## config.mk

```make
export PLATFORM = sky130hd
export DESIGN_NAME = sbr_out_reg
export DESIGN_NICKNAME = d
export VERILOG_FILES = /design/src/design/assert_macros.svh /design/src/design/sbr_pkg.sv /design/src/design/sbr_out_reg.sv
export SDC_FILE = /design/constraint.sdc
export NUM_CORES = 1
export LEC_CHECK = 0
export ABC_AREA = 1
export BUFFER_PORTS_ARGS = -buffer_cell sky130_fd_sc_hd__buf_2
export CAP_MARGIN = 20
export CORE_ASPECT_RATIO = 0.7
export CORE_MARGIN = 2
export CORE_UTILIZATION = 35
export DETAILED_ROUTE_END_ITERATION = 7
export GPL_ROUTABILITY_DRIVEN = 0
export GPL_TIMING_DRIVEN = 0
export PLACE_DENSITY = 0.8
export SYNTH_ARGS = -nofsm -noshare
export SYNTH_HDL_FRONTEND = slang
export SYNTH_SLANG_ARGS = --single-unit
export TNS_END_PERCENT = 10
```

## constraint.sdc

```tcl
create_clock -name clk -period 1.8 [get_ports clk]
set_clock_uncertainty 0.1 [all_clocks]
set_input_delay 0.09 -clock clk [delete_from_list [all_inputs] [get_ports clk]]
set_output_delay 0.09 -clock clk [all_outputs]
set_load 0.05 [all_outputs]
```

## src/design/assert_macros.svh

```systemverilog
// assertion macros used by the reassembler core
// expects clk and rst_n in scope at the point of use
`ifndef ASSERT_MACROS_SVH
`define ASSERT_MACROS_SVH
`ifndef SYNTH
`define SBR_ASSERT(lbl, prop, msg) \
  lbl: assert property (@(posedge clk) disable iff (!rst_n) prop) else $error(msg);
`define SBR_ASSERT_ALWAYS(lbl, prop, msg) \
  lbl: assert property (@(posedge clk) prop) else $error(msg);
`else
`define SBR_ASSERT(lbl, prop, msg)
`define SBR_ASSERT_ALWAYS(lbl, prop, msg)
`endif
`endif

```

## src/design/sbr_pkg.sv

```systemverilog
// shared constants and types for the stream byte reassembler
// no dependencies
package sbr_pkg;

  localparam int SBR_CAPACITY = 4096;
  localparam int SBR_IDX_W    = 64;
  localparam int SBR_BYTE_W   = 8;
  localparam int SBR_ROOM_W   = 13;

  typedef enum logic {
    SBR_ACT_SEGMENT = 1'b0,
    SBR_ACT_DRAIN   = 1'b1
  } sbr_action_t;

endpackage

```

## src/design/sbr_out_reg.sv

```systemverilog
// result register between the reassembler core and the output channel
// depends on sbr_pkg for the default payload width
module sbr_out_reg
  import sbr_pkg::*;
#(
  parameter int W = 2 + SBR_BYTE_W + $clog2(SBR_CAPACITY + 1)
) (
  input  logic         clk,
  input  logic         rst_n,
  input  logic         load_valid,
  output logic         load_ready,
  input  logic [W-1:0] load_data,
  output logic         out_valid,
  input  logic         out_stall,
  output logic [W-1:0] out_data
);

  logic         valid_r;
  logic [W-1:0] data_r;

  assign load_ready = !valid_r || !out_stall;
  assign out_valid  = valid_r;
  assign out_data   = data_r;

  always_ff @(posedge clk) begin
    if (!rst_n) begin
      valid_r <= 1'b0;
    end else if (load_ready) begin
      valid_r <= load_valid;
    end
  end

  always_ff @(posedge clk) begin
    if (load_ready && load_valid) begin
      data_r <= load_data;
    end
  end

endmodule

```

After elaboration in Yosys (flattened, before gate mapping) --
Index checks and enable logic that the tools add are counted.
Storage, ports and cells: register bits 24, bits of input ports 27, output and inout port bits 25, word-level logic and storage cells 6
Operators by class: reduce and logical (&&, ||, !) cells 4
Operators by type and width (number):
- 1-bit logical NOT | 2
- 1-bit logical AND | 1
- 1-bit logical OR | 1

Logic depth before layout (Yosys ltp) --
word-level depth 3, gate-level depth with buffers 2, gate-level depth less buffers 2

Worst setup path after synthesis --
OpenSTA, ideal clock, no wires.
path type flip-flop to flip-flop, start point reg valid_r, in the netlist out_valid, end point reg data_r[0], in the netlist out_data[0] (enable), setup time 0.411 ns, data arrival time 1.711 ns, path slack -0.422 ns, cell stages (with the launch flop) 2, clock period less this slack 2.222 ns, cell sequence dfxtp_1 -> a21oi_1
On the way: word-level cells in the longest chain between the ends 3
RTL lines:
- start: declaration | line sbr_out_reg.sv:18 | logic valid_r;
- start signal: assignment | line sbr_out_reg.sv:29 | valid_r <= load_valid;
- 1-bit logical NOT | line sbr_out_reg.sv:21 | assign load_ready = !valid_r || !out_stall;
- 1-bit logical OR | line sbr_out_reg.sv:21
- 1-bit logical AND | line sbr_out_reg.sv:34 | if (load_ready && load_valid) begin
- end signal: assignment | line sbr_out_reg.sv:35 | data_r <= load_data;
- end: declaration | line sbr_out_reg.sv:19 | logic [W-1:0] data_r;
Every way passes these cells. A chain may end at the register's enable or synchronous reset.

Final worst setup path --
start point reg valid_r, in the netlist out_valid, end point reg data_r[18], in the netlist out_data[18] (enable)
The elaborated chain is that of the path after synthesis.

==> metrics.txt <==
Setup WS pre-CTS=245.0 ps; worst-path cell chain=a21oi_2 -> buf_6; fin nets=138; worst path bufs/invs=1; post-route ant nets=0; peak supply drop=0.0005266 V; fmax=652.8 MHz; Yosys Warn Count=0; post-synthesis compound-gate area fraction=1.864%; Sink Count=24; Design Area, Final=about 1300 sq um; ant diodes=0; htree depth=1; CP max stage cell=a21oi_2; family with the most delay on the worst path=compound AO/OA/AOI/OAI gates; Finish-stage setup viols=0; Post-Syn Area=738.2 sq um; Pre-antenna DRT Iters=6; Clk Latency, worst-skew pair=300 ps; worst-margin pin slew=643.5 ps; max-cap check violation count=0; vias in the first global route=621; syn_nets=56; Synth cell types=6; Synth Area in XOR/XNOR=0%; DRC=5; Syn-to-layout area delta=81.36%; Setup CP Type=reg -> reg; Crit path required time=around 1700 ps; share of post-route cells with drive strength above 1=53.64%; GRT Residual Overflow=0; Slew HR=57.10%; Synth Area in Simple Gates=0.8475%; placed cell count=about 100; Core ar.=1919 sq um; CP Max Fanout=12; Port Buffers=51; CP arrival=1460 ps; Synth Area in Adders=0%; Post-CTS Resized=0; most common cell after layout, fill and taps aside=buf_2; Startpoint Class=register; Layout Cells excl Fill=132; power per cell area=approximately 950 nW/um^2; largest family of logic cells by synthesized area=compound AO/OA/AOI/OAI gates; maximum single-stage delay on the critical path=540 ps; die height=42.43 um; Post-Route Setup TNS=0 ps; Layout fillers=123; fin crit share=85.11%; Root Buffer=clkbuf_4; Psw=slightly above 300 uW; min-delay worst type=in -> reg; status=finished with violations; number of cell rows=13; # IOs=52; Gate Count Post-Synth=29; overall routing resource usage=14.04%; Gate power share=18.7%; Wirelength per Cell=~12 um; CTS tree=done; P_int=between 900 and 1000 uW; drt total wl=between 1500 and 2000 um; first-pass GRT wire length=roughly 2600 um; CTS clock-pin slew for the worst setup and hold paths=120 ps; Avg Cell Area, Syn=25.46 sq um; RSZ-0062 raised after global routing=false; failing checks=design-rule violations; Area after DPL=1036 sq um; Reg power frac=a little over half; Lkg Pwr=0.0005867 uW; flop and latch count out of synthesis=24; mux contribution to synthesized area=0%; die area=2498 sq um; drt first-iter violations=11; antenna violations before repair=0; DP Wirelength=1008 um; Critical Path Sink Type=register; clock share of power=29.3%; Vias/cell=4.303; vias=568; largest net degree at the start of global routing=15; Die Wd=between 50 and 60 um; fin crit period=between 1500 and 2000 ps; setup ws final=268.0 ps; most frequent cells in the layout=buf_2, dlygate4sd3_1, edfxtp_1; sw frac=about 24%; CTS Buffer Depth=2; Slew Viols, Final=0; Seq/Total Area, Yosys=96.27%; Min Hold Slack=between 100 and 150 ps; Fin. Hold Viols=0; cts bufs inserted=3; Initial Util=about two fifths
state kept, by name, indices dropped and copies added (netlist names):
| name | flops |
|---|---|
| out_valid | 1 |
| out_data | 23 |
worst paths after layout:
path	depth (start not counted)	start	endpoint	slack, ps
setup / recovery	2	out_valid	out_data[18]	270
setup reg to reg	2	out_valid	out_data[18]	270
hold reg to reg	1	out_valid	out_data[11]	680
hold / removal	2	out_stall	out_data[11]	150
metrics by stage:
stage	total power (uW)	util (%)
4_1_cts	1281	69.75
2_1_floorplan	802.1	-
3_3_place_gp	858.4	53.39
5_1_grt	1318	69.75
3_5_place_dp	865.1	53.98
6_report	1265	69.75
worst reg2reg max path: cells and delay by family, from the launching register on:
kind	cells	cell delay, ps
flip-flops	1	360
AO/OA/AOI/OAI	1	540
buffers and inverters	1	250
Yosys cell counts:
| library cell | n | area (sq um) |
|---|---|---|
| inv_1 | 2 | 7.510 |
| a21oi_2 | 1 | 8.760 |
| edfxtp_1 | 23 | 690.7 |
| dfxtp_1 | 1 | 20.02 |
| nand2_2 | 1 | 6.260 |
| a21oi_1 | 1 | 5.000 |
cells by family (layout without fill, tap and decap cells):
family,Yosys count,in the layout
AND/OR/NAND/NOR,1,1
AO/OA/AOI/OAI,2,2
buffers and inverters,2,83
flip-flops,24,24
what timing repair did:
action,CTS,global route
endpoints found under the setup margin,0,0
setup buffers,0,0
hold endpoints to repair,24,0
hold buffers,25,0
layer usage:
layer  global-route usage [%]  up-vias  routed length (um)
met2                    28.89       34                 926
li1                         -      272                   -
met4                        0        0                   0
met1                    13.13      262                 556
met3                    6.173        0                 166
met5                        0        -                   0
area by class of cell:
type,count,area [sq um],area share [%]
Multi-Input combinational cell,3,23.77,1.776
Clock buffer,3,22.52,1.682
Inverter,2,7.507,0.5607
Clock inverter,1,30.03,2.243
Sequential cell,24,710.7,53.08
Tap cell,22,27.53,2.056
Timing Repair Buffer,77,516.7,38.60
power groups by stage:
stage	clock, uW	combinational, uW	sequential [uW]
after global routing	408	249	661
after CTS	388	236	658
after detailed placement	0	194	671
final	371	237	658
after global placement	0	188	670
after floorplan	0	17.4	785
(Power assumes the default switching activity.)
